$ cat config.mk
export PLATFORM = sky130hd
export DESIGN_NAME = baseline_intrusion_tracker
export DESIGN_NICKNAME = d
export VERILOG_FILES = /design/src/rtl/bit_pkg.sv /design/src/rtl/bit_lane.sv /design/src/rtl/bit_merge.sv /design/src/rtl/baseline_intrusion_tracker.sv
export SDC_FILE = /design/constraint.sdc
export NUM_CORES = 2
export LEC_CHECK = 0
export BUFFER_PORTS_ARGS = -buffer_cell sky130_fd_sc_hd__buf_2
export CAP_MARGIN = 20
export CORE_ASPECT_RATIO = 0.7
export CORE_MARGIN = 2
export CORE_UTILIZATION = 55
export CTS_CLUSTER_DIAMETER = 200
export DETAILED_ROUTE_END_ITERATION = 6
export PLACE_DENSITY_LB_ADDON = 0.3
export SYNTH_ARGS = -nofsm -noshare
export SYNTH_HDL_FRONTEND = slang
export SYNTH_SLANG_ARGS = --single-unit
$ cat constraint.sdc
create_clock -name aclk -period 10.8 [get_ports aclk]
set_clock_uncertainty 0.1 [all_clocks]
set_input_delay 0.54 -clock aclk [delete_from_list [all_inputs] [get_ports aclk]]
set_output_delay 0.54 -clock aclk [all_outputs]
set_load 0.02 [all_outputs]
$ cat src/rtl/bit_pkg.sv
// Package for the baseline intrusion tracker: modes, events, states, widths, config indices, reset values.
// No dependencies.
`default_nettype none
package bit_pkg;
    localparam int MAX_CAL_FRAMES_DEF = 255;
    localparam int DIST_BITS_DEF      = 13;
    localparam int TIME_BITS_DEF      = 40;
    localparam int CFG_BITS           = 32;
    localparam int RATIO_BITS         = 11;
    localparam int SPEED_BITS         = 16;

    localparam logic [1:0] CFG_CAL_START = 2'd0;
    localparam logic [1:0] CFG_CAL_END   = 2'd1;
    localparam logic [1:0] CFG_RATIO     = 2'd2;

    localparam logic [31:0] CAL_START_RST = 32'd2000000;
    localparam logic [31:0] CAL_END_RST   = 32'd5000000;
    localparam logic [10:0] RATIO_RST     = 11'd973;
    localparam logic [16:0] US_SCALE      = 17'd62500;

    typedef enum logic [1:0] {
        MODE_CAL   = 2'd0,
        MODE_ARMED = 2'd1,
        MODE_TRACK = 2'd2
    } mode_t;

    typedef enum logic [1:0] {
        EV_NONE   = 2'd0,
        EV_DETECT = 2'd1,
        EV_EXIT   = 2'd2
    } event_t;

    typedef enum logic [2:0] {
        ST_IDLE, ST_DIV, ST_THR, ST_SQRT, ST_SPEED, ST_OUT
    } state_t;

    // per-lane compare flags toward the sequencer
    typedef struct packed {
        logic below;   // reading nonzero and under threshold
        logic above;   // reading over threshold
    } lane_flag_t;
endpackage
`default_nettype wire

$ cat src/rtl/bit_lane.sv
// One axis lane: calibration sum, baseline divide, threshold, compares, squared delta.
// Depends on bit_pkg.
`default_nettype none
module bit_lane import bit_pkg::*; #(
    parameter int DIST_BITS      = DIST_BITS_DEF,
    parameter int MAX_CAL_FRAMES = MAX_CAL_FRAMES_DEF,
    localparam int CNT_BITS      = $clog2(MAX_CAL_FRAMES + 1),
    localparam int SUM_BITS      = DIST_BITS + CNT_BITS
) (
    input  wire logic                  aclk,
    input  wire logic                  aresetn,
    input  wire logic [DIST_BITS-1:0]  reading,
    input  wire logic                  acc_en,     // add reading to sum
    input  wire logic                  div_start,  // load divider
    input  wire logic                  div_step,   // one quotient bit
    input  wire logic                  thr_load,   // scale baseline into threshold
    input  wire logic                  entry_load, // latch entry reading
    input  wire logic [CNT_BITS-1:0]   count,
    input  wire logic [RATIO_BITS-1:0] ratio,
    output lane_flag_t                 flag,
    output logic [2*DIST_BITS-1:0]     delta_sq_reg
);
    logic [SUM_BITS-1:0]  sum_reg;
    logic [SUM_BITS-1:0]  quo_reg;   // shifts sum in, quotient out
    logic [CNT_BITS:0]    rem_reg;
    logic [DIST_BITS-1:0] thr_reg;
    logic [DIST_BITS-1:0] entry_reg;
    logic [CNT_BITS:0]    rem_try;
    logic [SUM_BITS+RATIO_BITS-1:0] prod;
    logic [SUM_BITS+RATIO_BITS-11:0] scaled;
    logic [DIST_BITS-1:0] adiff;

    assign rem_try = {rem_reg[CNT_BITS-1:0], quo_reg[SUM_BITS-1]};
    assign prod    = {{RATIO_BITS{1'b0}}, quo_reg} * {{SUM_BITS{1'b0}}, ratio};
    assign scaled  = prod[SUM_BITS+RATIO_BITS-1:10];
    assign adiff   = (reading > entry_reg) ? reading - entry_reg : entry_reg - reading;

    always_ff @(posedge aclk) begin
        if (!aresetn) begin
            sum_reg <= '0;
            thr_reg <= '0;
        end else begin
            if (acc_en)
                sum_reg <= sum_reg + SUM_BITS'(reading);
            if (thr_load)
                thr_reg <= (count == '0) ? '0 :
                    (scaled > {DIST_BITS{1'b1}}) ? {DIST_BITS{1'b1}} : DIST_BITS'(scaled);
        end
    end

    // restoring divide, one bit a cycle while div_step is high
    always_ff @(posedge aclk) begin
        if (div_start) begin
            quo_reg <= sum_reg;
            rem_reg <= '0;
        end else if (div_step) begin
            if (rem_try >= {1'b0, count}) begin
                rem_reg <= rem_try - {1'b0, count};
                quo_reg <= {quo_reg[SUM_BITS-2:0], 1'b1};
            end else begin
                rem_reg <= rem_try;
                quo_reg <= {quo_reg[SUM_BITS-2:0], 1'b0};
            end
        end
        if (entry_load)
            entry_reg <= reading;
        delta_sq_reg <= {{DIST_BITS{1'b0}}, adiff} * {{DIST_BITS{1'b0}}, adiff};
    end

    assign flag.below = (reading != '0) && (reading < thr_reg);
    assign flag.above = reading > thr_reg;
endmodule
`default_nettype wire

$ cat src/rtl/bit_merge.sv
// Merge stage: sum of squares, iterative square root and speed divide.
// Depends on bit_pkg.
`default_nettype none
module bit_merge import bit_pkg::*; #(
    parameter int DIST_BITS = DIST_BITS_DEF,
    parameter int TIME_BITS = TIME_BITS_DEF,
    localparam int SQ_BITS   = 2 * DIST_BITS + 2,
    localparam int ROOT_BITS = DIST_BITS + 1,
    localparam int NUM_BITS  = ROOT_BITS + 17
) (
    input  wire logic                   aclk,
    input  wire logic [2*DIST_BITS-1:0] sq_x,
    input  wire logic [2*DIST_BITS-1:0] sq_y,
    input  wire logic [2*DIST_BITS-1:0] sq_z,
    input  wire logic [TIME_BITS-1:0]   dt,
    input  wire logic                   sqrt_start,
    input  wire logic                   sqrt_step,
    input  wire logic                   spd_start,
    input  wire logic                   spd_step,
    output logic [SPEED_BITS-1:0]       speed
);
    localparam int DEN_BITS = TIME_BITS + NUM_BITS + 1;
    logic [SQ_BITS-1:0]   rad_reg;
    logic [SQ_BITS-1:0]   rem_reg;
    logic [ROOT_BITS-1:0] root_reg;
    logic [SQ_BITS-1:0]   trial;
    logic [SQ_BITS-1:0]   rem_sh;
    logic [NUM_BITS-1:0]  num_reg;
    logic [NUM_BITS-1:0]  q_reg;
    logic [DEN_BITS-1:0]  drem_reg;
    logic [DEN_BITS-1:0]  drem_sh;
    logic [TIME_BITS-1:0] dt_reg;

    assign rem_sh  = {rem_reg[SQ_BITS-3:0], rad_reg[SQ_BITS-1:SQ_BITS-2]};
    assign trial   = SQ_BITS'({root_reg[ROOT_BITS-1:0], 2'b01});
    assign drem_sh = {drem_reg[DEN_BITS-2:0], num_reg[NUM_BITS-1]};

    always_ff @(posedge aclk) begin
        // digit-by-digit square root, two radicand bits a step
        if (sqrt_start) begin
            rad_reg  <= SQ_BITS'(sq_x) + SQ_BITS'(sq_y) + SQ_BITS'(sq_z);
            rem_reg  <= '0;
            root_reg <= '0;
        end else if (sqrt_step) begin
            rad_reg <= {rad_reg[SQ_BITS-3:0], 2'b00};
            if (rem_sh >= trial) begin
                rem_reg  <= rem_sh - trial;
                root_reg <= {root_reg[ROOT_BITS-2:0], 1'b1};
            end else begin
                rem_reg  <= rem_sh;
                root_reg <= {root_reg[ROOT_BITS-2:0], 1'b0};
            end
        end
        // restoring divide of root*62500 by dt
        if (spd_start) begin
            num_reg  <= NUM_BITS'(root_reg) * NUM_BITS'(US_SCALE);
            q_reg    <= '0;
            drem_reg <= '0;
            dt_reg   <= dt;
        end else if (spd_step) begin
            num_reg <= {num_reg[NUM_BITS-2:0], 1'b0};
            if (drem_sh >= DEN_BITS'(dt_reg)) begin
                drem_reg <= drem_sh - DEN_BITS'(dt_reg);
                q_reg    <= {q_reg[NUM_BITS-2:0], 1'b1};
            end else begin
                drem_reg <= drem_sh;
                q_reg    <= {q_reg[NUM_BITS-2:0], 1'b0};
            end
        end
    end

    // zero dt saturates speed to all ones, or gives zero when the root is zero
    always_comb begin
        if (dt_reg == '0)
            speed = (root_reg != '0) ? '1 : '0;
        else if (q_reg > NUM_BITS'({SPEED_BITS{1'b1}}))
            speed = '1;
        else
            speed = q_reg[SPEED_BITS-1:0];
    end
endmodule
`default_nettype wire

$ cat src/rtl/baseline_intrusion_tracker.sv
// Baseline intrusion tracker: three axis lanes plus a merge stage under one sequencer.
// A plain frame is decided in ST_OUT and loads the result register; an arming frame adds the
// ST_DIV baseline divide and ST_THR; an exit frame adds ST_SQRT and the ST_DIV speed divide.
// One frame in flight: the next beat can be taken in the cycle after the result beat leaves.
// Reset (aresetn, synchronous): calibrating, sums/thresholds zero, registers at defaults.
// Depends on bit_pkg, bit_lane, bit_merge.
`default_nettype none
module baseline_intrusion_tracker import bit_pkg::*; #(
    parameter int MAX_CAL_FRAMES = MAX_CAL_FRAMES_DEF,
    parameter int DIST_BITS      = DIST_BITS_DEF,
    parameter int TIME_BITS      = TIME_BITS_DEF
) (
    input  wire logic aclk,
    input  wire logic aresetn,
    input  wire logic s_tvalid,
    output logic      s_tready,
    // time_us, dist_x, dist_y, dist_z from bit 0 up, zero padded
    input  wire logic [((TIME_BITS+3*DIST_BITS+7)/8)*8-1:0] s_tdata,
    output logic      m_tvalid,
    input  wire logic m_tready,
    // phase, event_res, speed_cm_per_s, exit_x, exit_y from bit 0 up, zero padded
    output logic [((20+2*DIST_BITS+7)/8)*8-1:0] m_tdata,
    input  wire logic                cfg_we,
    input  wire logic [1:0]          cfg_index,
    input  wire logic [CFG_BITS-1:0] cfg_data
);
    localparam int CNT_BITS  = $clog2(MAX_CAL_FRAMES + 1);
    localparam int SUM_BITS  = DIST_BITS + CNT_BITS;
    localparam int ROOT_BITS = DIST_BITS + 1;
    localparam int NUM_BITS  = ROOT_BITS + 17;
    localparam int STEP_BITS = $clog2(NUM_BITS + SUM_BITS + 1);
    localparam int IN_W      = ((TIME_BITS+3*DIST_BITS+7)/8)*8;
    localparam int OUT_W     = ((20+2*DIST_BITS+7)/8)*8;

    logic [CFG_BITS-1:0]   cal_start_reg, cal_end_reg;
    logic [RATIO_BITS-1:0] ratio_reg;
    always_ff @(posedge aclk) begin
        if (!aresetn) begin
            cal_start_reg <= CAL_START_RST;
            cal_end_reg   <= CAL_END_RST;
            ratio_reg     <= RATIO_RST;
        end else if (cfg_we) begin
            unique case (cfg_index)
                CFG_CAL_START: cal_start_reg <= cfg_data;
                CFG_CAL_END:   cal_end_reg   <= cfg_data;
                CFG_RATIO:     ratio_reg     <= cfg_data[RATIO_BITS-1:0];
                default: ;
            endcase
        end
    end

    // input frame capture
    logic [TIME_BITS-1:0] time_reg, entry_time_reg;
    logic [DIST_BITS-1:0] dist_reg [3];
    state_t state_reg, state_next;
    mode_t  mode_reg, mode_next;
    event_t ev_reg, ev_next;
    logic [CNT_BITS-1:0]  count_reg;
    logic [STEP_BITS-1:0] step_reg, step_next;
    logic acc_en, div_start, div_step, thr_load, entry_load;
    logic sqrt_start, sqrt_step, spd_start, spd_step;
    logic out_load;
    lane_flag_t flag [3];
    logic [2*DIST_BITS-1:0] sq [3];
    logic [SPEED_BITS-1:0] speed;
    logic [TIME_BITS-1:0] dt;

    wire s_fire = s_tvalid && s_tready;
    assign s_tready = (state_reg == ST_IDLE);

    always_ff @(posedge aclk) begin
        if (s_fire) begin
            time_reg    <= s_tdata[TIME_BITS-1:0];
            dist_reg[0] <= s_tdata[TIME_BITS +: DIST_BITS];
            dist_reg[1] <= s_tdata[TIME_BITS+DIST_BITS +: DIST_BITS];
            dist_reg[2] <= s_tdata[TIME_BITS+2*DIST_BITS +: DIST_BITS];
        end
        if (entry_load)
            entry_time_reg <= time_reg;
    end

    assign dt = time_reg - entry_time_reg;

    genvar g;
    for (g = 0; g < 3; g++) begin : g_lane
        bit_lane #(.DIST_BITS(DIST_BITS), .MAX_CAL_FRAMES(MAX_CAL_FRAMES)) u_lane (
            .aclk, .aresetn,
            .reading(dist_reg[g]), .acc_en, .div_start, .div_step, .thr_load, .entry_load,
            .count(count_reg), .ratio(ratio_reg), .flag(flag[g]), .delta_sq_reg(sq[g])
        );
    end

    bit_merge #(.DIST_BITS(DIST_BITS), .TIME_BITS(TIME_BITS)) u_merge (
        .aclk, .sq_x(sq[0]), .sq_y(sq[1]), .sq_z(sq[2]), .dt,
        .sqrt_start, .sqrt_step, .spd_start, .spd_step, .speed
    );

    // time compares against the 32-bit window registers
    wire after_start = time_reg > TIME_BITS'(cal_start_reg);
    wire before_end  = time_reg < TIME_BITS'(cal_end_reg);
    wire all_below   = flag[0].below && flag[1].below && flag[2].below;
    wire all_above   = flag[0].above && flag[1].above && flag[2].above;

    always_comb begin
        state_next = state_reg;
        mode_next  = mode_reg;
        ev_next    = ev_reg;
        step_next  = step_reg;
        {acc_en, div_start, div_step, thr_load, entry_load} = '0;
        {sqrt_start, sqrt_step, spd_start, spd_step, out_load} = '0;
        unique case (state_reg)
            ST_IDLE: if (s_fire) state_next = ST_OUT;  // decide in ST_OUT entry below
            ST_OUT: begin
                // decision cycle with the captured frame
                ev_next = EV_NONE;
                unique case (mode_reg)
                    MODE_CAL: if (after_start) begin
                        if (before_end) begin
                            if (count_reg < CNT_BITS'(MAX_CAL_FRAMES)) acc_en = 1'b1;
                            out_load = 1'b1;
                        end else begin
                            div_start  = 1'b1;
                            step_next  = STEP_BITS'(SUM_BITS);
                            state_next = ST_DIV;
                        end
                    end else out_load = 1'b1;
                    MODE_ARMED: begin
                        if (all_below) begin
                            entry_load = 1'b1;
                            mode_next  = MODE_TRACK;
                            ev_next    = EV_DETECT;
                        end
                        out_load = 1'b1;
                    end
                    default: begin
                        if (all_above) begin
                            state_next = ST_SQRT;
                            step_next  = STEP_BITS'(ROOT_BITS + 1);
                        end else out_load = 1'b1;
                    end
                endcase
                if (out_load) state_next = ST_SPEED;
            end
            ST_DIV: if (step_reg != '0) begin
                div_step  = 1'b1;
                step_next = step_reg - 1'b1;
            end else state_next = ST_THR;
            ST_THR: begin
                thr_load   = 1'b1;
                mode_next  = MODE_ARMED;
                ev_next    = EV_NONE;
                out_load   = 1'b1;
                state_next = ST_SPEED;
            end
            ST_SQRT: begin
                // squared deltas were registered from the frame during ST_OUT;
                // load, ROOT_BITS root steps, then the divider start
                if (step_reg == STEP_BITS'(ROOT_BITS + 1)) sqrt_start = 1'b1;
                else if (step_reg != '0) sqrt_step = 1'b1;
                if (step_reg == '0) begin
                    spd_start  = 1'b1;
                    step_next  = STEP_BITS'(NUM_BITS);
                    state_next = ST_DIV;
                    mode_next  = MODE_ARMED;
                    ev_next    = EV_EXIT;
                end else step_next = step_reg - 1'b1;
            end
            ST_SPEED: if (m_tvalid && !m_tready) state_next = ST_SPEED;
                      else if (!m_tvalid) state_next = ST_IDLE;
                      else state_next = ST_IDLE;
            default: state_next = ST_IDLE;
        endcase
        // exit path reuses ST_DIV timing for the speed divider
        if (state_reg == ST_DIV && ev_reg == EV_EXIT && mode_reg == MODE_ARMED) begin
            div_step = 1'b0;
            if (step_reg != '0) spd_step = 1'b1;
            else begin
                state_next = ST_SPEED;
                out_load   = 1'b1;
            end
        end
    end

    // result register
    logic                  ovalid_reg;
    logic [1:0]            o_phase_reg, o_ev_reg;
    logic [SPEED_BITS-1:0] o_speed_reg;
    logic [DIST_BITS-1:0]  o_x_reg, o_y_reg;
    wire  ex = (ev_next == EV_EXIT);

    always_ff @(posedge aclk) begin
        if (!aresetn) begin
            state_reg  <= ST_IDLE;
            mode_reg   <= MODE_CAL;
            ev_reg     <= EV_NONE;
            step_reg   <= '0;
            count_reg  <= '0;
            ovalid_reg <= 1'b0;
        end else begin
            state_reg <= (state_next == ST_SPEED && out_load) ? ST_SPEED :
                         (state_reg == ST_SPEED && (ovalid_reg && !m_tready)) ? ST_SPEED :
                         state_next;
            mode_reg  <= mode_next;
            ev_reg    <= ev_next;
            step_reg  <= step_next;
            if (acc_en) count_reg <= count_reg + 1'b1;
            if (out_load) ovalid_reg <= 1'b1;
            else if (m_tready) ovalid_reg <= 1'b0;
        end
        if (out_load) begin
            o_phase_reg <= mode_next;
            o_ev_reg    <= ev_next;
            o_speed_reg <= ex ? speed : '0;
            o_x_reg     <= ex ? dist_reg[0] : '0;
            o_y_reg     <= ex ? dist_reg[1] : '0;
        end
    end

    assign m_tvalid = ovalid_reg;
    assign m_tdata  = OUT_W'({o_y_reg, o_x_reg, o_speed_reg, o_ev_reg, o_phase_reg});
endmodule
`default_nettype wire

==> results.toml <==
[critical_path]
timing.critical_path.to_type = "register"
worst_path_most_repeated_cell = "sky130_fd_sc_hd__inv_1"
required_ns = 11.37
startpoint_type = "register"
timing.reg2reg.worst_path_depth = 32
critical_path.slowest_cell = "sky130_fd_sc_hd__a41oi_2"
maximum_cell_stage_delay_along_the_critical_path_ns = 0.82
crit_type = "reg -> reg"
cp.arrival_ns = 10.23
critical_path_fanout_max = 14

[synth]
synth_seq_cells = 804
syn_area_sq_um = 82100
synth_async_sr_flop_share = 0
synth.yosys.seq_area_share = 0.240
post_synth_inst_count = 9098
yosys_most_used_dff = "sky130_fd_sc_hd__dfxtp_1"
synth-edff-count = 363
synth_area_per_inst_sq_um = 9.02
ys.warnings.count = 0
synth.lib_cells_used.distinct = 107

[grt]
gr_overflow_total = 0
grt_max_degree = 109
track_usage = 0.271
grt_pass1_vias = 63600
grt_first_pass_wirelength_mm = 335
grt_antenna_before_repair = 8

[route]
initialDrtViolationCount = 4633
drtAntennaViolNets = 0
route.final.wire_length_mm = 204
routedWlPerCell_microns = 18.2
drc_errors = 0
drt_pass1_iterations = 6
detail_route.vias_per_cell = 5.59
routed-via-count = 62900

[floorplanning]
core_region_area_sq_um = 148000
die_height_microns = 327
initial_utilization = 0.554
design.die.area_sq_um = 152000
dieWidth_microns = 466
rows = 118
num_io_pins = 169

[sta]
min_period_ns = 9.66
maxClockFrequency_mhz = 104
fin_crit_sh = 0.894
setup_viol = 0
unrepaired_setup_endpoints_after_global_routing = "false"
slew_violations = 0
timing_worst_slew_pin_value_ns = 1.10
setup_total_negative_slack_ns = 0
report.final.hold_viol_count = 0
slew_headroom = 0.267

[clock_tree]
max-clock-path-buffers = 3
cts.root.buffer_cell = "sky130_fd_sc_hd__clkbuf_16"
insertion_delay_ns = 0.74
worst_setup_hold_path_clk_slew_ns = 0.07
cts_tree = "yes"
cts_resized = 0
cts-htree-levels = 3
clkSinkCount = 804
cts-buffers-inserted = 87

[layout]
largest_register_ff_count = 75
synthToLayoutAreaGrowth_pct = 8.29
finalInstanceArea_sq_um = 88900
nets = 11100
drive_above_1_share = 0.0619

[placed_design]
place.detailed.hpwl_mm = 155
dpl-instance-area_sq_um = 84600
buffer_ports.inserted = 165
place.gp.congestion = 0.920

[min_path]
min_path_type = "in -> reg"
whs_path_depth = 3

[flow_run]
max_cap_viol_count = 0

[outcome]
status = "finished clean"
[path summary, 6_finish.rpt]
kind	slack, ns	start	to
max	1.14	dist_reg[0][15]	g_lane[1].u_lane.delta_sq_reg[25]
min	0.23	aresetn	ratio_reg[0]
min reg2reg	0.35	g_lane[1].u_lane.thr_reg[10]	g_lane[1].u_lane.thr_reg[10]
max reg2reg	1.14	dist_reg[0][15]	g_lane[1].u_lane.delta_sq_reg[25]
[cell usage after synthesis, types with 264 or more instances]
cell,n,share of area
sky130_fd_sc_hd__inv_1,1508,0.069
sky130_fd_sc_hd__nand2_1,1076,0.049
sky130_fd_sc_hd__ha_1,902,0.14
sky130_fd_sc_hd__fa_1,859,0.21
sky130_fd_sc_hd__nor2_1,490,0.022
sky130_fd_sc_hd__a21oi_1,465,0.028
sky130_fd_sc_hd__dfxtp_1,441,0.11
sky130_fd_sc_hd__o21ai_0,404,0.025
sky130_fd_sc_hd__edfxtp_1,363,0.13
sky130_fd_sc_hd__and2_1,338,0.026
sky130_fd_sc_hd__clkbuf_1,295,0.013
sky130_fd_sc_hd__xnor2_1,264,0.028
[cells by family (layout without fill, tap and decap cells)]
logic type | Yosys count | count (layout) | share of synthesized area
DFF | 804 | 804 | 0.240
AOI/OAI and AO/OA | 1535 | 1535 | 0.116
xor gates and xnor gates | 392 | 392 | 0.0427
and+or+nand+nor | 2610 | 2610 | 0.150
muxes | 136 | 136 | 0.0178
adders and majority gates | 1761 | 1761 | 0.347
other | 1 | 7 | 0.0000457
buffers and inverters | 1859 | 2027 | 0.0861
[metrics by stage]
stage / hold WS, ns / std cells / worst slack, ns / util
CTS: 0.156 / 11200 / 1.19 / 0.600
finish: 0.230 / 11300 / 1.14 / 0.600
detailed placement: 0.342 / 11000 / 1.23 / 0.571
global placement: 0.326 / 11000 / 1.32 / 0.571
global route: 0.202 / 11300 / 0.545 / 0.600
floorplan: 0.316 / 9099 / 2.69 / -
[per-layer routing]
layer,vias to the layer above,wire length (microns),share of wire,GRT usage
li1,29900,-,-,-
met1,30800,93700,0.46,0.395
met2,1972,89900,0.44,0.421
met3,282,14900,0.073,0.0433
met4,4,5860,0.029,0.0735
met5,-,24,0.00012,0
[repair_timing]
action,CTS,global route
buffers inserted,0,0
hold buffers,111,0
endpoints found under the setup margin,0,0
endpoints found under the hold margin,153,0
[placed cells by master (no fill, tap or decap), types with 58 or more instances in the layout]
| master | instances |
|---|---|
| sky130_fd_sc_hd__edfxtp_1 | 363 |
| sky130_fd_sc_hd__a21o_1 | 191 |
| sky130_fd_sc_hd__ha_1 | 902 |
| sky130_fd_sc_hd__a21oi_1 | 464 |
| sky130_fd_sc_hd__inv_1 | 1506 |
| sky130_fd_sc_hd__nor2b_1 | 65 |
| sky130_fd_sc_hd__clkbuf_16 | 91 |
| sky130_fd_sc_hd__xnor2_1 | 264 |
| sky130_fd_sc_hd__nor2_1 | 488 |
| sky130_fd_sc_hd__nor3_1 | 102 |
| sky130_fd_sc_hd__xor2_1 | 118 |
| sky130_fd_sc_hd__dfxtp_1 | 430 |
| sky130_fd_sc_hd__dlygate4sd3_1 | 111 |
| sky130_fd_sc_hd__nand4_1 | 68 |
| sky130_fd_sc_hd__o21ai_0 | 404 |
| sky130_fd_sc_hd__fa_1 | 859 |
| sky130_fd_sc_hd__mux2_2 | 71 |
| sky130_fd_sc_hd__nand2b_1 | 89 |
| sky130_fd_sc_hd__nand3_1 | 152 |
| sky130_fd_sc_hd__nand2_1 | 1074 |
| sky130_fd_sc_hd__buf_4 | 60 |
| sky130_fd_sc_hd__and2_1 | 335 |
| sky130_fd_sc_hd__buf_2 | 165 |
| sky130_fd_sc_hd__mux2i_1 | 63 |
| sky130_fd_sc_hd__o21bai_1 | 58 |
[critical path, delay by kind of cell, from the launching register on]
kind	cells	cell delay (ns)
AOI/OAI and AO/OA	12	3.29
xor gates and xnor gates	2	0.74
adders and majority gates	7	3.25
buffers and inverters	8	0.88
DFF	1	0.52
muxes	1	0.26
and+or+nand+nor	2	0.57
[layout make-up]
class | instances | area, sq um
clock buffer | 115 | 2420
timing repair buffer | 338 | 2430
antenna | 5 | 12.5
multi-input combinational | 6436 | 55400
sequential | 804 | 19700
fill | 12500 | 59200
inverter | 1526 | 5730
clock inverter | 48 | 698
tap | 1980 | 2480
Power is not shown: default switching activity piles up to over one toggle a cycle in this logic, so the estimate is an artifact.
